--- src/sv/double_window_burst_gate_macros.svh ---
`ifndef DOUBLE_WINDOW_BURST_GATE_MACROS_SVH
`define DOUBLE_WINDOW_BURST_GATE_MACROS_SVH

// condition that must hold at every edge outside reset
`define DWBG_ASSERT_ALWAYS(lbl, cond, msg) \
  lbl: assert property (@(posedge clk) disable iff (rst) (cond)) else $error(msg);

// same-cycle implication outside reset
`define DWBG_ASSERT_IMPLY(lbl, ante, cons, msg) \
  lbl: assert property (@(posedge clk) disable iff (rst) (ante) |-> (cons)) else $error(msg);

`endif

--- src/sv/dwbg_pkg.sv ---
package dwbg_pkg;

  // decoupling queue between trigger front and gate back
  localparam int QDEPTH    = 8;
  localparam int QCW       = $clog2(QDEPTH + 1);
  localparam int REG_W     = 16;
  localparam int CFG_IDX_W = 2;
  localparam int WIN_REG_W = 7;

  typedef enum logic [CFG_IDX_W-1:0] {
    REG_WINDOW_SIZE     = 2'd0,
    REG_RATIO_THRESHOLD = 2'd1,
    REG_BURST_LENGTH    = 2'd2,
    REG_END_HOLDOFF     = 2'd3
  } cfg_reg_t;

  typedef struct packed {
    logic [REG_W-1:0] ratio_threshold;
    logic [REG_W-1:0] burst_length;
    logic [REG_W-1:0] end_holdoff;
  } cfg_regs_t;

  typedef struct packed {
    logic start_hit;
    logic end_hit;
  } trig_t;

  typedef struct packed {
    logic [QCW-1:0] count;
    logic           empty;
  } fifo_stat_t;

endpackage

--- src/sv/dwbg_back.sv ---
module dwbg_back import dwbg_pkg::*; #(
  parameter int MAX_WINDOW  = 64,
  parameter int SAMPLE_BITS = 16
) (
  input  logic                            clk,
  input  logic                            rst,
  input  logic                            restart,
  input  cfg_regs_t                       cfg,
  input  logic [$clog2(MAX_WINDOW+1)-1:0] win,
  input  fifo_stat_t                      fstat,
  input  trig_t                           head_trig,
  input  logic [2*SAMPLE_BITS-1:0]        head_x,
  output logic                            pop,
  output logic                            out_valid,
  input  logic                            out_ready,
  output logic signed [SAMPLE_BITS-1:0]   out_i,
  output logic signed [SAMPLE_BITS-1:0]   out_q,
  output logic                            out_start,
  output logic                            out_last
);

  logic [REG_W-1:0]        pc, pc_a, pc_b, pc_next, two_w;
  logic signed [REG_W+1:0] lim, pc_s;
  logic                    hold_ok, emit;

  assign two_w = REG_W'({win, 1'b0});
  assign pop   = !fstat.empty && (!out_valid || out_ready);

  always_comb begin
    pc_a    = (head_trig.start_hit && pc == '0) ? cfg.burst_length : pc;
    lim     = $signed({2'b00, cfg.burst_length}) - $signed({2'b00, cfg.end_holdoff});
    pc_s    = $signed({2'b00, pc_a});
    hold_ok = pc_s < lim;
    pc_b    = (head_trig.end_hit && pc_a != '0 && hold_ok) ? two_w : pc_a;
    emit    = pc_b != '0;
    pc_next = emit ? pc_b - REG_W'(1) : pc_b;
  end

  always_ff @(posedge clk) begin
    if (rst || restart) begin
      pc <= '0;
    end else if (pop) begin
      pc <= pc_next;
    end
  end

  always_ff @(posedge clk) begin
    if (rst) begin
      out_valid <= 1'b0;
    end else if (pop) begin
      out_valid <= emit;
    end else if (out_ready) begin
      out_valid <= 1'b0;
    end
  end

  always_ff @(posedge clk) begin
    if (pop && emit) begin
      out_i     <= head_x[SAMPLE_BITS-1:0];
      out_q     <= head_x[2*SAMPLE_BITS-1:SAMPLE_BITS];
      out_start <= pc_b == cfg.burst_length;
      out_last  <= pc_b == REG_W'(1);
    end
  end

endmodule

--- config.mk ---
export PLATFORM = sky130hd
export DESIGN_NAME = dwbg_back
export DESIGN_NICKNAME = d
export VERILOG_FILES = /design/src/sv/double_window_burst_gate_macros.svh /design/src/sv/dwbg_pkg.sv /design/src/sv/dwbg_back.sv
export SDC_FILE = /design/constraint.sdc
export NUM_CORES = 1
export LEC_CHECK = 0
export ABC_AREA = 1
export BUFFER_PORTS_ARGS = -buffer_cell sky130_fd_sc_hd__buf_4
export CORE_UTILIZATION = 49
export CTS_CLUSTER_SIZE = 40
export DETAILED_ROUTE_END_ITERATION = 10
export PLACE_DENSITY_LB_ADDON = 0.2
export SETUP_SLACK_MARGIN = 0.2
export SYNTH_ARGS = -nofsm -noshare
export SYNTH_HDL_FRONTEND = slang
export SYNTH_SLANG_ARGS = --single-unit
--- constraint.sdc ---
create_clock -name clk -period 6.7 [get_ports clk]
set_input_delay 0.335 -clock clk [delete_from_list [all_inputs] [get_ports clk]]
set_output_delay 0.335 -clock clk [all_outputs]
set_load 0.02 [all_outputs]
; Yosys cells after proc, flatten, opt, wreduce, memory -nomap -nowiden
; Cells that the tools add are included.
[word_totals]
out_inout_bits = 36
register_bits = 51
word_cells = 29
input_bits = 98
[op_classes]
order_cmp = 1
muxes = 5
eq_ne = 2
n_addsub = 2
n_reduce_logical = 13
[op_table]
columns = cell, count
row1 = 2-to-1 mux 16 bit, 3
row2 = nonzero test 16 bit, 2
row3 = less-than comparator 17 bit, 1
row4 = subtractor 16 x 16 -> 17 bit, 1
row5 = == test 16 x 1 -> 1 bit (second input constant), 1
row6 = == test 16 bit, 1
row7 = zero test 16 bit, 1
row8 = subtractor 16 x 1 -> 16 bit (second input constant), 1
row9 = logical AND 1 bit, 5
row10 = zero test 1 bit, 2
row11 = logical OR 1 bit, 2
row12 = 2-to-1 mux 1 bit, 2
row13 = nonzero test 2 bit, 1

; Longest topological paths before layout
[depth]
word_depth = 9
mapped_depth = 33
mapped_depth_nobuf = 32

; Worst setup path after synthesis
; No wires, ideal clock.
[synth_path]
path_kind = input port to flip-flop
from = in cfg[2] in the netlist's numbering
to = reg out_i[0], enable pin
required_ps = 6311
cell_stages = 30
path_buffers = 1
setup_ps = 389
arrival_time_ps = 4404
slack_ps = 1907
cell_sequence = inv_1 > ha_1 > a21o_1 > a31oi_1 > o221ai_1 > a21oi_1 > o21bai_1 > a21oi_1 > o21ai_0 > nand2_1 > a21oi_1 > xor2_1 > ha_1 > a21oi_1 > nor2_1 > o21ai_1 > nand2_1 > clkinv_1 > nand2_1 > nor2_2 > buf_2 > nand3_1 > nand2_2 > inv_2 > ha_1 > inv_1 > nor2_2 > nand3_2 > nand2_1 > inv_1
[synth_via]
elab_chain_cells = 6
[synth_lines]
columns = element, line_no
row1 = "start, declared", dwbg_back.sv:8  ; input cfg_regs_t cfg,
row2 = subtractor 16 x 16 -> 17 bit, dwbg_back.sv:31  ; lim = $signed({2'b00, cfg.burst_length}) - $signed({2'b00, cfg.end_holdoff});
row3 = less-than comparator 17 bit, dwbg_back.sv:33  ; hold_ok = pc_s < lim;
row4 = logical AND 1 bit, dwbg_back.sv:34  ; pc_b = (head_trig.end_hit && pc_a != '0 && hold_ok) ? two_w : pc_a;
row5 = 2-to-1 mux 16 bit, dwbg_back.sv:34
row6 = nonzero test 16 bit, dwbg_back.sv:35  ; emit = pc_b != '0;
row7 = logical AND 1 bit, dwbg_back.sv:58  ; if (pop && emit) begin
row8 = "end signal, assigned", dwbg_back.sv:59  ; out_i <= head_x[SAMPLE_BITS-1:0];
row9 = "end, declared", dwbg_back.sv:16  ; output logic signed [SAMPLE_BITS-1:0] out_i,
; Every way passes these cells.
; A chain may end at the register's enable or synchronous reset.

; Worst setup path in the final report
[layout_path]
from = in cfg[18] in the netlist's numbering
to = reg out_i[13], enable pin
[layout_via]
elab_chain_cells = 7
elab_cells_between_ends = 9
classes_between = add/sub: 1 / order compare: 1 / mux: 2 / reduce/logical: 5
[layout_lines]
columns = element, line_no
row1 = "parallel branches: the longest is 4 deep, another holds subtractor 16 x 16 -> 17 bit", --
row2 = 2-to-1 mux 16 bit (*), dwbg_back.sv:34
row3 = nonzero test 16 bit (*), dwbg_back.sv:35
row4 = logical AND 1 bit (*), dwbg_back.sv:58
; Mark *: on every way between the ends.

==> metrics <==
status complete, no violations; vias in the first global route 4,121; Post-route DRC 0; final setup fails 0; H-Tree Depth 2; diodes inserted 0; FF+latch area 1361 µm²; CP Class in2reg; GP Congestion 0.9407; antenna violations before repair 0; top-area cell type share of the netlist area 22.87%; Vias 4,475; Critical Path Fanout Max 34; CP delay by family, top simple AND/OR/NAND/NOR gates; Die Y 97.45 µm; Tcrit/Tclk final 84.28%; final hold viol count 0; Placed Area 5374 µm²; RR Startpoint pc[0]; Slew @ Worst Pin 1.249 ns; syn nets 767; Flop pwr share 29.7%; Mapped Area 4464 µm²; Worst Slack Setup Final 1.053 ns; share of layout cells above drive strength 1 23.36%; P_int 0.7109 mW; asr flop ratio synth 0%; switching pwr 0.5566 mW; drt wl/cell 13.98 µm; Max-slew headroom 16.61%; Critical Path Start Type input port; leakage power 2.959 nW; Post-DRT Antenna Nets 0; Cells after Synth 634; Area Growth Syn to Fin 22.95%; die area 9497 µm²; flop-to-flop setup slack 1.10 ns; met2 wire len 5.854 mm; Largest stage delay, worst path 0.54 ns; root buf cell clkbuf_8; CP max-delay cell inv_1; Routed WL 11.92 mm; Max-cap violations 0; PostCTS Resize Cnt 0; worst path bufs/invs 5; Seq/Total Area, Yosys 30.49%; met3 WL 686 µm; top cell type by total area after synthesis edfxtp_1; final instance area 5489 µm²; Worst EP arrival 5.50 ns; worst hold endpoint out_valid; TritonCTS clock tree built; Total Routing Usage GR 25.44%; Chip Width 97.45 µm; HP Start rst; Reg2Reg Depth 27; Post-Layout Cell Count 853; Reg clk slew, reported paths 0.10 ns; CTS Buffer Depth 2; Clock Power Share 17.3%; violation count after the first detailed-route iteration 252; CP required 6.55 ns; crit end category flip-flop; primary flip-flop cell chosen by synthesis mapping edfxtp_1; Site Rows 34; skew final 0.01291 ns; Reg2Reg Capture Point out_i[13]; Post-CTS Setup Repair Bufs 0; largest net degree at the start of global routing 35; most common cell in the netlist nand2_1; Nets 877; Port-buffer cells 113; #FFs+latches synth 51; hold depth 2; TritonCTS Buffers 5; combinational group share of total power 53.0%; pre-CTS WS 0.7056 ns; RSZ-0062 raised after global routing no; warnings from Yosys 0; core area 8763 µm²; Sw Ratio 43.91%; Initial Util 50.94%; WL met1 5.240 mm; DRT Pass-1 Iters 4; clk_lat worst skew 0.31 ns; Ports 134; Most Frequent Cell on Critical Path nand2_1; first-pass GRT wire length 19.62 mm; worst vdd rail ir drop 0.1098 mV; fmax 177.1 MHz; max layer used met4; PD cells 230.9 nW/µm²; worst min path class in2reg; total negative slack 0 ns; multi-input logic area 2613 µm²; Placed Cells 845; fillers 826; fin crit period 5.647 ns; hold buffers post-CTS 0; mean post-synth cell area 7.041 µm²; final slew viol count 0; Clock Sink Count 51; vias per cell 5.246; Synth area leaders edfxtp_1 (23%), nand2_1 (14%), ha_1 (9.5%), inv_1 (8.7%), dfxtp_1 (7.6%); Synth cell types 38; Post-synth top cells nand2_1 (161), inv_1 (104), nor2_1 (46), nand3_1 (45), a21oi_1 (38); HPWL after DPL 9.841 mm; Post-synth EDFFs 34; GRT Residual Overflow 0
[cell families (layout without fill, tap and decap cells)]
| kind of cell | Yosys count | count (layout) | synth area share [%] |
|---|---|---|---|
| DFF | 51 | 51 | 30.49 |
| AOI/OAI and AO/OA | 78 | 78 | 9.501 |
| and+or+nand+nor | 325 | 325 | 34.05 |
| xor gates and xnor gates | 25 | 25 | 4.905 |
| adders and majority gates | 35 | 35 | 9.978 |
| buffers and inverters | 120 | 231 | 11.07 |
[cell usage in the layout (no fill, tap or decap), types with 6 or more instances in the layout]
| cell | n |
|---|---|
| inv_1 | 104 |
| xor2_1 | 21 |
| dfxtp_1 | 17 |
| nand3_1 | 45 |
| nand4_1 | 17 |
| buf_4 | 114 |
| nor3_1 | 6 |
| nand2_2 | 21 |
| ha_1 | 34 |
| o21ai_0 | 23 |
| edfxtp_1 | 34 |
| nor2_1 | 46 |
| nor2_2 | 11 |
| a21oi_1 | 37 |
| nand2_1 | 161 |
[registers in the layout (all words and copies together) (netlist names)]
name / count
out_valid: 1
out_last: 1
out_start: 1
out_q: 16
out_i: 16
pc: 16
[power groups by stage]
| stage | combinational (mW) | clock (mW) | sequential (mW) |
|---|---|---|---|
| final | 0.672 | 0.220 | 0.376 |
| after global routing | 0.752 | 0.236 | 0.379 |
| after CTS | 0.667 | 0.224 | 0.376 |
| after detailed placement | 0.663 | 0 | 0.383 |
| after global placement | 0.652 | 0 | 0.382 |
| after floorplan | 0.463 | 0 | 0.405 |
[worst register-to-register path: stages (launching register included)]
cell	delay (ns)
dfxtp_1	0.33
nor2_1	0.21
nand2_1	0.13
nor2_2	0.56
nand2_2	0.27
nand2_1	0.17
nand2_1	0.09
inv_1	0.08
ha_1	0.24
nand2_1	0.07
inv_1	0.03
o21ai_0	0.14
nand2_1	0.08
a21oi_1	0.11
nand2_1	0.10
nand2_1	0.09
nand2_1	0.06
nor2_2	0.28
nand2_4	0.27
nand2_2	0.13
nand2_2	0.11
inv_2	0.13
ha_1	0.16
inv_1	0.05
nor2_2	0.18
nand3_2	0.30
nand2_1	0.20
inv_1	0.54
[final cells by class]
type,instances,area share [%]
timing repair buffer,114,15.59
inverter,109,7.454
multi-input combinational,463,47.60
clock inverter,3,0.8434
clock buffer,5,1.254
tap,108,2.462
sequential,51,24.80
[how the worst max path moves through the flow]
stage / start / end / cells past startpoint
2_1_floorplan: cfg[2] / out_i[0] / 30
3_3_place_gp: cfg[18] / out_q[9] / 28
3_5_place_dp: cfg[18] / out_q[9] / 30
4_1_cts: cfg[18] / out_i[6] / 30
5_1_grt: cfg[2] / out_i[6] / 29
6_report: cfg[18] / out_i[13] / 30
[per-layer routing]
metal  vias up  track usage (%)
li1       2262                -
met2       148            44.81
met4         0            4.751
met1      2052            33.73
met3        13            2.878
met5         -                0
[per-stage QoR]
stage          utilization (%)  power (mW)  hold WS (ns)
2_1_floorplan                -      0.8690        0.4041
3_3_place_gp             61.32       1.035        0.4704
3_5_place_dp             61.32       1.046        0.4725
4_1_cts                  62.64       1.267        0.1752
5_1_grt                  62.64       1.366        0.1775
6_report                 62.64       1.267        0.1825
No activity file was read; power rests on OpenSTA's default activity.
