==> config.mk <==
export PLATFORM = sky130hd
export DESIGN_NAME = dwbg_fifo
export DESIGN_NICKNAME = d
export VERILOG_FILES = /design/src/sv/double_window_burst_gate_macros.svh /design/src/sv/dwbg_pkg.sv /design/src/sv/dwbg_fifo.sv
export SDC_FILE = /design/constraint.sdc
export NUM_CORES = 1
export LEC_CHECK = 0
export BUFFER_PORTS_ARGS = -buffer_cell sky130_fd_sc_hd__buf_2
export CORE_ASPECT_RATIO = 1.2
export CORE_MARGIN = 5
export CORE_UTILIZATION = 42
export CTS_CLUSTER_SIZE = 16
export DETAILED_ROUTE_END_ITERATION = 7
export GPL_TIMING_DRIVEN = 0
export SYNTH_ARGS = -nofsm -noshare
export SYNTH_HDL_FRONTEND = slang
export SYNTH_SLANG_ARGS = --single-unit
==> constraint.sdc <==
create_clock -name clk -period 3.5 [get_ports clk]
set_input_delay 0.35 -clock clk [delete_from_list [all_inputs] [get_ports clk]]
set_output_delay 0.35 -clock clk [all_outputs]
set_load 0.01 [all_outputs]
==> src/sv/double_window_burst_gate_macros.svh <==
`ifndef DOUBLE_WINDOW_BURST_GATE_MACROS_SVH
`define DOUBLE_WINDOW_BURST_GATE_MACROS_SVH

// condition that must hold at every edge outside reset
`define DWBG_ASSERT_ALWAYS(lbl, cond, msg) \
  lbl: assert property (@(posedge clk) disable iff (rst) (cond)) else $error(msg);

// same-cycle implication outside reset
`define DWBG_ASSERT_IMPLY(lbl, ante, cons, msg) \
  lbl: assert property (@(posedge clk) disable iff (rst) (ante) |-> (cons)) else $error(msg);

`endif

==> src/sv/dwbg_pkg.sv <==
package dwbg_pkg;

  // decoupling queue between trigger front and gate back
  localparam int QDEPTH    = 8;
  localparam int QCW       = $clog2(QDEPTH + 1);
  localparam int REG_W     = 16;
  localparam int CFG_IDX_W = 2;
  localparam int WIN_REG_W = 7;

  typedef enum logic [CFG_IDX_W-1:0] {
    REG_WINDOW_SIZE     = 2'd0,
    REG_RATIO_THRESHOLD = 2'd1,
    REG_BURST_LENGTH    = 2'd2,
    REG_END_HOLDOFF     = 2'd3
  } cfg_reg_t;

  typedef struct packed {
    logic [REG_W-1:0] ratio_threshold;
    logic [REG_W-1:0] burst_length;
    logic [REG_W-1:0] end_holdoff;
  } cfg_regs_t;

  typedef struct packed {
    logic start_hit;
    logic end_hit;
  } trig_t;

  typedef struct packed {
    logic [QCW-1:0] count;
    logic           empty;
  } fifo_stat_t;

endpackage

==> src/sv/dwbg_fifo.sv <==
module dwbg_fifo import dwbg_pkg::*; #(
  parameter int WIDTH = 34
) (
  input  logic             clk,
  input  logic             rst,
  input  logic             push,
  input  logic [WIDTH-1:0] wdata,
  input  logic             pop,
  output logic [WIDTH-1:0] rdata,
  output fifo_stat_t       stat
);

  localparam int QAW = $clog2(QDEPTH);

  logic [WIDTH-1:0] slots [QDEPTH];
  logic [QAW-1:0]   wr_ptr, rd_ptr;
  logic [QCW-1:0]   count;

  always_ff @(posedge clk) begin
    if (push) begin
      slots[wr_ptr] <= wdata;
    end
  end

  always_ff @(posedge clk) begin
    if (rst) begin
      wr_ptr <= '0;
      rd_ptr <= '0;
      count  <= '0;
    end else begin
      if (push) begin
        wr_ptr <= wr_ptr + QAW'(1);
      end
      if (pop) begin
        rd_ptr <= rd_ptr + QAW'(1);
      end
      case ({push, pop})
        2'b10:   count <= count + QCW'(1);
        2'b01:   count <= count - QCW'(1);
        default: count <= count;
      endcase
    end
  end

  assign rdata      = slots[rd_ptr];
  assign stat.count = count;
  assign stat.empty = (count == '0);

endmodule

* Word-level counts from Yosys, hierarchy flattened *
Memories as Yosys holds them, arrays and structs flattened. A register that Yosys moved wholly into a read port is not among the register bits.
Index checks and enable logic that the tools add are counted.

cells by class
  add/subtract/negate cells = 4
  eq/ne operators = 2
  multiplexer cells = 5
  reduce and logical (&&, ||, !) cells = 2

operator list
  kind                                                  count
  case mux 4 bit (2 select lines)                       1
  adder 3 x 1 -> 3 bit (second input constant)          2
  two-way mux 3 bit                                     2
  adder 4 x 1 -> 4 bit (second input constant)          1
  logical NOT 4 bit                                     1
  subtractor 4 x 1 -> 4 bit (second input constant)     1
  equality test 2 x 1 -> 1 bit (second input constant)  1
  equality test 2 bit (second input constant)           1
  two-way mux 1 bit                                     2
  nonzero test 2 bit                                    1

word-level totals
  bits in registers = 10
  RAM bits = 272
  input bits = 38
  output and inout bits = 39
  logic and storage cells = 17
  memories = 1

memories
  name   words  bits a word  read ports  clocked after Yosys merged registers in  wr ports  line             text
  slots  8      34           1           1                                        1         dwbg_fifo.sv:15  logic [WIDTH-1:0] slots [QDEPTH];

* Logic depth before layout (Yosys ltp) *
Gate-level depths: netlist of the first run.

  word-level depth = 3
  depth in mapped cells = 8
  mapped depth without buffers = 8

* Least setup slack after synthesis of the first run *
No wires, ideal clock.

  path kind = reg-to-reg
  start = reg wr_ptr[2]
  end = mem slots[0][0], enable pin
  setup time = 468 ps
  arrival time = 2835 ps
  required time = 3032 ps
  setup slack = 197 ps
  stages on the path, launching flop included = 3
  path buffers = 0
  clock period less this slack = 3303 ps
  cell sequence = dfxtp_1 > nand2b_1 > nor3_1

RTL lines
  element                 line             text
  from (decl)             dwbg_fifo.sv:16  logic [QAW-1:0] wr_ptr, rd_ptr;
  from (signal assigned)  dwbg_fifo.sv:32  wr_ptr <= wr_ptr + QAW'(1);
  to (decl)               dwbg_fifo.sv:15

Straight into the memory's write port.

==> out/results.tsv, run 1 <==
metric	value	unit
grt_max_degree	24	
cts_max_level	1	
fill_cells	2094	
r2r_cells	6	
cts-root-buf	clkbuf_16	
ys_warn_count	0	
grt_pass1_vias	5371	
yosys-top-cells-area	edfxtp_1, mux4_2, mux2_4	
vias_per_cell	5.29	
yosysSeqAreaShare	0.769	
clock_latency	0.52	ns
maxSlewViolCount	0	
cts_tree	done	
nets	625	
cap_viol_max_count	0	
synth_fp_nets	506	
gp_congestion	0.717	
power_density	569	nW/um^2
wl_per_cell	22.8	um
postCtsHoldBufs	0	
setup.reg_to_reg.worst_slack	1.24	ns
synth_edf_count	272	
synth_area_leader_cell	edfxtp_1	
p_clk_frac	0.377	
cts_sinks	285	
post_cts_resized	0	
status	completed	
avgSynthCellArea	23.7	sq um
reg2reg_from	wr_ptr[2]	
initial_core_util	0.428	
required	3.15	ns
period_needed	2.94	ns
worst_pin_slew	1.05	ns
netlist_area	11000	sq um
rsz0062_at_grt	false	
drt_first_iter_violations	289	
wl	21200	um
post-cts-setup-buffers	0	
p_comb_frac	0.096	
synthCells	463	
hold_class	input port to flop	
setup_viol	0	
p_sw	1530	uW
grt_usage	0.145	
synth_cell_types	30	
p_int	5810	uW
p_leak	0.00424	uW
drive_above_1_share	0.402	
crit_path_end	rdata[14]	
drtAntennaViolNets	0	
antenna_found_initial	1	
finalHoldViolCount	0	
hpwlAfterDp	13600	um
clkTransAtPathRegs	0.06	ns
cp-end-kind	output port	
fp.dieH	187	um
grt_overflow	0	
synth-seq-cells	285	
area_delta_synth_final	17.6	%
clock_skew	0.0115	ns
die_x	157	um
cp_max_fo	10	
numCtsBuffers	26	
async_flop_share	0	
vdd_ir_drop_max	355	uV
p_total	7330	uW
core	25600	sq um
clockBufferDepth	3	
max_slew_margin	0.300	
crit_type	flop to output port	
rows	64	
via_count	4917	
diodes	0	
final.period_utilization	0.841	
sw_frac_of_total	0.208	
drc	0	
io_pins	77	
max_freq	340	MHz
p_seq_frac	0.527	
fp.dieArea	29400	sq um
portBuffers	76	
arrival	2.59	ns
regToRegEndpoint	slots[4][22]	
first_pass_iters	6	
yosys.area.top_type_share	0.746	
final_util	0.503	
ys.flop_type	edfxtp_1	
cp-start-kind	flop	
grt_pass1_wl	32200	um
-- worst min path at each step --
| stage | start | to | slack (ns) | cells after the start |
|---|---|---|---|---|
| 2_1_floorplan | wdata[0] | slots[0][0] | 0.45 | 0 |
| 3_3_place_gp | wr_ptr[2] | wr_ptr[2] | 0.51 | 2 |
| 3_5_place_dp | rd_ptr[1] | flop | 0.54 | 2 |
| 4_1_cts | wdata[28] | slots[0][28] | 0.08 | 1 |
| 5_1_grt | wdata[1] | slots[6][1] | 0.09 | 1 |
| 6_report | wdata[1] | slots[6][1] | 0.1 | 1 |
-- power groups by stage --
stage               sequential, uW  clock, uW  combinational, uW
CTS                           3860       2830                725
global placement              3940          0                672
finish                        3860       2760                705
floorplan                     3940          0                442
global route                  3870       2960                764
detailed placement            3940          0                723
-- per-layer routing --
metal | vias up | GRT usage | routed length [um]
met4 | 2 | 0.0348 | 394
met3 | 33 | 0.0243 | 893
met2 | 95 | 0.255 | 11300
met5 | - | 0 | 11
li1 | 2188 | - | -
met1 | 2599 | 0.187 | 8530
-- area by class of cell --
| cell class | count | area, sq um | share of cell area |
|---|---|---|---|
| repair buffers | 91 | 624 | 0.0485 |
| clock inverters | 15 | 145 | 0.0113 |
| inverters | 1 | 3.75 | 0.000291 |
| well taps | 330 | 413 | 0.0320 |
| plain buffers | 22 | 151 | 0.0118 |
| clock buffers | 31 | 691 | 0.0536 |
| multi-input cells | 155 | 2430 | 0.188 |
| flip-flops and latches | 285 | 8430 | 0.654 |
-- state kept, by name, summed over array words and instances (netlist names), named ones only --
name / cells
rd_ptr: 3
wr_ptr: 3
count: 4
slots: 272
-- synthesized netlist by cell type, types with 3 or more instances --
cell type / count
edfxtp_1: 272
mux4_2: 59
mux2_4: 20
nor2_1: 16
mux2_2: 15
dfxtp_1: 13
clkbuf_1: 9
mux4_1: 9
buf_2: 7
ha_1: 5
nand2_1: 5
xor2_1: 5
buf_12: 3
mux2i_1: 3
nand2b_1: 3
nor3_1: 3
-- layout by cell type, fill, tap and decap left out, types with 2 or more instances in the layout --
master | synthesis | layout
nor2_4 | 0 | 6
nand2_1 | 5 | 5
xnor2_1 | 2 | 2
nand2b_1 | 3 | 3
dfxtp_1 | 13 | 13
nor3_2 | 0 | 2
buf_6 | 1 | 8
clkbuf_1 | 9 | 13
mux4_1 | 9 | 9
bufinv_16 | 0 | 3
nor2_1 | 16 | 10
clkbuf_16 | 0 | 27
buf_8 | 0 | 2
a21oi_1 | 2 | 2
mux2i_1 | 3 | 3
buf_12 | 3 | 7
buf_2 | 7 | 83
clkinv_2 | 0 | 5
mux4_2 | 59 | 59
mux2_2 | 15 | 15
buf_16 | 0 | 2
xor2_1 | 5 | 5
mux2_4 | 20 | 20
clkinv_1 | 0 | 6
edfxtp_1 | 272 | 272
ha_1 | 5 | 5
-- logic make-up (layout without fill, tap and decap cells) --
| kind of cell | after synthesis | in the layout | share of synthesized area |
|---|---|---|---|
| DFF | 285 | 285 | 0.769 |
| muxes | 107 | 107 | 0.189 |
| and+or+nand+nor | 31 | 31 | 0.0128 |
| buffers and inverters | 23 | 160 | 0.0142 |
| xor gates and xnor gates | 7 | 7 | 0.00560 |
| adders and majority gates | 5 | 5 | 0.00571 |
| AOI/OAI and AO/OA | 5 | 5 | 0.00297 |
-- metrics by stage --
step / instances / setup TNS, ns / hold slack [ns] / cell area, sq um / setup slack, ns
3_5_place_dp: 884 / 0 / 0.541 / 12000 / 0.991
3_3_place_gp: 869 / -302.21 / 0.510 / 11700 / -2.67
4_1_cts: 930 / 0 / 0.0794 / 12900 / 0.503
6_report: 930 / 0 / 0.0952 / 12900 / 0.557
5_1_grt: 930 / 0 / 0.0901 / 12900 / 0.458
2_1_floorplan: 463 / 0 / 0.449 / 11000 / 0.197
-- critical path, cell delays in order, from the launching register on --
cell and delay (ns):
dfxtp_1 0.31, clkbuf_1 0.25, buf_2 0.34, buf_2 0.38, mux4_2 0.36, mux2_4 0.28, buf_2 0.14
(Power assumes the default switching activity.)
==> run 2, diff against run 1 <==
--- a/config.mk
+++ b/config.mk
@@ -5,6 +5,7 @@
 export SDC_FILE = /design/constraint.sdc
 export NUM_CORES = 1
 export LEC_CHECK = 0
+export ABC_AREA = 1
 export BUFFER_PORTS_ARGS = -buffer_cell sky130_fd_sc_hd__buf_2
 export CORE_ASPECT_RATIO = 1.2
 export CORE_MARGIN = 5
==> constraint.sdc (replaced) <==
create_clock -name clk -period 2.39 [get_ports clk]
set_input_delay 0.239 -clock clk [delete_from_list [all_inputs] [get_ports clk]]
set_output_delay 0.239 -clock clk [all_outputs]
set_load 0.01 [all_outputs]
==> run 2 against run 1 <==
Against the previous run:
- clock power up 63%
- final cell count rose by 46%
- worst hold slack worse by 0.087 ns
- flip-flop and latch count is the same
- global-route usage up 2.3 points
- via count increased by 42%
- first-iteration DRC count increased by 53%
- combinational power grew 70%
- clock-buffer cell count is 3 higher
- register-to-register slack lost 0.72 ns
- highest routed layer is now met4
- critical path depth rose by 2
- largest power group unchanged
==> out/results.tsv, run 2 <==
metric	value	unit
status	completed	
synthCells	850	
die_x	159	um
power_density	832	nW/um^2
place_area	12300	sq um
vdd_ir_drop_max	527	uV
portBuffers	76	
hpwlAfterDp	16700	um
critPathTopFamily	buffers and inverters	
grt_usage	0.167	
initial_core_util	0.427	
final_area	13600	sq um
final.period_utilization	0.939	
p_leak	0.00487	uW
io_pins	77	
hold_class	input port to flop	
synth.most_common_cell	edfxtp_1	
ys.flop_type	edfxtp_1	
wl_per_cell	18.9	um
netlist_area	11200	sq um
yosysSeqAreaShare	0.750	
top_regs	slots (272), count (4)	
async_flop_share	0	
synth_area_leader_cell	edfxtp_1	
drtAntennaViolNets	0	
cp-end-kind	output port	
cap_viol_max_count	0	
layout_common_cells	edfxtp_1, nor2_1, o21ai_0	
synth_cell_types	27	
clock_skew	0.00638	ns
numCtsBuffers	28	
layout.cells.most_common	edfxtp_1	
required	2.15	ns
first_pass_iters	5	
grt_max_degree	21	
clkTransAtPathRegs	0.06	ns
cp-start-kind	flop	
maxSlewViolCount	0	
rsz0062_at_grt	true	
arrival	2.01	ns
grt_pass1_vias	7055	
max_freq	446	MHz
antenna_found_initial	0	
cts-root-buf	clkbuf_16	
largest_register_ffs	272	
yosys.area.top_type_share	0.726	
clock_latency	0.53	ns
fill_cells	2293	
worstPathCellList	inv_2 > buf_2 > clkbuf_4 > nor2_1 > o22ai_1 > nand2_1 > nand2_1 > buf_2	
cts_max_level	1	
finalHoldViolCount	0	
drive_above_1_share	0.182	
fp.dieH	189	um
worst_pin_slew	0.704	ns
gp_congestion	0.763	
synth_common_cells	edfxtp_1, nor2_1, o21ai_0	
post-cts-setup-buffers	0	
clockBufferDepth	3	
rows	65	
avgSynthCellArea	13.2	sq um
synth-seq-cells	285	
vias_per_cell	5.17	
setup_viol	0	
synth_edf_count	272	
place_worst_setup_slack	0.377	ns
nets	1040	
ys_warn_count	0	
top_register	slots	
critical-path-max-stage-delay	0.33	ns
area_delta_synth_final	21.1	%
cts_tree	done	
via_count	7000	
grt_overflow	0	
yosys-top-cells-area	edfxtp_1, o21ai_0, nor2_1	
fp.dieArea	30200	sq um
core	26400	sq um
p_total	11300	uW
cts_sinks	285	
max_slew_margin	0.530	
synth_fp_nets	893	
crit_path_top_delay_cell	dfxtp_1	
crit_type	flop to output port	
wl	25600	um
drc	0	
cp_max_fo	10	
setup_ws	0.146	ns
finalSetupTns	0	ns
period_needed	2.24	ns
cp_num_buf_inv	4	
grt_pass1_wl	39800	um
drt_first_iter_violations	442	
diodes	0	
## run 2: layer usage
metal  part of all wire  global-route usage  up-vias
li1                   -                   -     3358
met1               0.41               0.211     3425
met2               0.51               0.302      180
met3              0.053              0.0272       37
met4              0.018              0.0404        0
met5                  0                   0        -
## run 2: what timing repair did
action	in CTS	in global routing
endpoints found under the setup margin	18	16
resized for setup	8	20
hold buffers	33	0
hold endpoints to repair	257	0
## run 2: final timing paths
path	from	end	slack [ns]	cells past startpoint
worst min register to register	wr_ptr[0]	wr_ptr[0]	0.50	2
worst max register to register	wr_ptr[0]	slots[6][32]	0.52	3
worst min-delay path	wdata[0]	slots[7][0]	0.008	1
worst max-delay path	flop	rdata[19]	0.15	8
## run 2: cell families after synthesis
group,synth area share
AND/OR/NAND/NOR,0.0948
AO/OA/AOI/OAI,0.0844
XOR/XNOR,0.00312
adder cells (fa/ha/maj),0.00556
flip-flops,0.750
buffers and inverters,0.0323
multiplexers,0.0303
## run 2: where the power goes
part	total, uW	switching [uW]	internal [uW]
Sequential	5630	37.7	5590
Clock	4500	1800	2700
Combinational	1200	751	448
## run 2: through the flow
stage	util	hold WS, ns	instances
floorplan	-	0.338	850
global placement	0.457	0.490	1261
detailed placement	0.467	0.502	1269
CTS	0.516	0.000506	1354
global route	0.517	0.0136	1354
finish	0.517	0.00771	1354
## run 2: worst reg2reg max path, stage by stage (launching register included)
cell and delay, ns:
dfxtp_1 0.33, or2_2 0.41, nor2_4 0.57, buf_16 0.25
## run 2: area by class of cell
class                      count  area [sq um]  share of cell area
buffer                        49           348              0.0255
clock buffer                  34           764              0.0561
clock inverter                18           190              0.0140
inverter                      13          48.8             0.00358
multi-input combinational    503          2510               0.184
sequential                   285          8430               0.619
tap                          335           419              0.0308
timing repair buffer         117           908              0.0667
==> run 3, diff against run 2 <==
--- a/config.mk
+++ b/config.mk
@@ -5,7 +5,6 @@
 export SDC_FILE = /design/constraint.sdc
 export NUM_CORES = 1
 export LEC_CHECK = 0
-export ABC_AREA = 1
 export BUFFER_PORTS_ARGS = -buffer_cell sky130_fd_sc_hd__buf_2
 export CORE_ASPECT_RATIO = 1.2
 export CORE_MARGIN = 5
==> run 3 against run 2 <==
Against the previous run:
- highest routed layer unchanged
- clock power down 12%
- sequential power up 0.7%
- critical path depth down 2
- flip-flop and latch count unchanged
- largest power group unchanged
- critical path type unchanged
- the run now ends with setup timing left
==> out/results.tsv, run 3 (same netlist as run 1, synthesis figures left out) <==
metric	value	unit
stdcell_count	960	
cts_sinks	285	
wl_per_cell	22.6	um
max_freq	409	MHz
required	2.15	ns
cp_max_fo	6	
layout.cells.most_common	edfxtp_1	
die_x	157	um
crit_path_end	rdata[6]	
vdd_ir_drop_max	551	uV
clock_skew	0.0202	ns
clockBufferDepth	3	
hold_class	input port to flop	
top_register	slots	
regToRegEndpoint	slots[4][27]	
r2r_cells	3	
layout_common_cells	edfxtp_1, mux4_2, buf_2	
place_worst_setup_slack	0.156	ns
wl	21700	um
power_density	803	nW/um^2
area_delta_synth_final	23.6	%
setup_ws	-0.0535	ns
dp_cells	879	
grt_pass1_wl	33500	um
rsz0062_at_grt	true	
setup_viol	31	
initial_core_util	0.428	
fin_hold_ws	0.0165	ns
maxSlewViolCount	0	
vias_per_cell	5.25	
grt_pass1_vias	5563	
clock_latency	0.53	ns
finalHoldViolCount	0	
crit_type	flop to output port	
place_area	12100	sq um
clkTransAtPathRegs	0.06	ns
grt_util_met2	0.263	
cap_viol_max_count	0	
fp.dieH	187	um
cts-root-buf	clkbuf_16	
drive_above_1_share	0.389	
reg2reg_from	wr_ptr[2]	
arrival	2.20	ns
io_pins	77	
top_regs	slots (272), count (4)	
top_usage_layer	met2	
final_area	13500	sq um
gp_congestion	0.715	
cp-start-kind	flop	
grt_usage	0.150	
final.period_utilization	1.02	
setup.reg_to_reg.worst_slack	0.35	ns
met1_usage	0.196	
diodes	0	
grt_overflow	0	
via_count	5040	
cts_tree	done	
hpwlAfterDp	13300	um
portBuffers	76	
drc	0	
p_leak	0.00450	uW
period_needed	2.44	ns
violations	setup timing	
antenna_found_initial	0	
finalSetupTns	-0.816	ns
drt_first_iter_violations	400	
drtAntennaViolNets	0	
core	25600	sq um
status	complete, but fails checks	
fp.dieArea	29400	sq um
first_pass_iters	4	
worst_pin_slew	1.06	ns
numCtsBuffers	27	
cp-end-kind	output port	
largest_register_ffs	272	
grt_util_met3	0.0220	
rows	64	
grt_max_degree	19	
max_slew_margin	0.293	
nets	657	
cts_max_level	1	
-- run 3: metal layers --
| layer | up-vias | share of wire | routed length [um] |
|---|---|---|---|
| met5 | - | 0 | 0 |
| met4 | 0 | 0.020 | 442 |
| met3 | 35 | 0.048 | 1050 |
| met2 | 113 | 0.54 | 11700 |
| met1 | 2636 | 0.39 | 8510 |
| li1 | 2256 | - | - |
-- run 3: power by group --
part           total, uW  switching [uW]  leakage, uW  internal (uW)
Clock               3960            1690     0.000394           2270
Sequential          5670            55.4      0.00258           5610
Combinational       1240             548      0.00152            691
-- run 3: stage by stage --
stage / util / total power, uW
floorplan: - / 6410
global placement: 0.459 / 6750
detailed placement: 0.471 / 6820
CTS: 0.523 / 10900
global route: 0.528 / 11300
finish: 0.528 / 10900
-- run 3: how the worst min path moves through the flow --
stage	depth (start not counted)	from	to
after floorplan	0	wdata[0]	slots[0][0]
after global placement	1	wdata[12]	slots[1][12]
after detailed placement	1	wdata[18]	slots[0][18]
after CTS	1	wdata[23]	slots[4][23]
after global routing	1	wdata[23]	slots[5][23]
final	1	wdata[23]	slots[4][23]
-- run 3: final cells by class --
type | count | area [sq um]
Clock buffer | 33 | 698
Timing Repair Buffer | 123 | 1200
Sequential cell | 285 | 8430
Fill cell | 1997 | 12100
Buffer | 21 | 221
Clock inverter | 12 | 110
Multi-Input combinational cell | 155 | 2470
Tap cell | 330 | 413
Inverter | 1 | 3.75
-- run 3: critical path, cell delays in order (launching register included) --
cell	delay, ns
dfxtp_2	0.32
buf_6	0.13
buf_12	0.16
buf_8	0.13
mux4_2	0.50
mux2_4	0.30
buf_6	0.12
-- run 3: what timing repair did --
item,CTS,global route
setup buffers,2,0
hold buffers,33,0
endpoints found under the setup margin,34,34
gates cloned,1,1
endpoints found under the hold margin,264,0
resized for setup,45,24
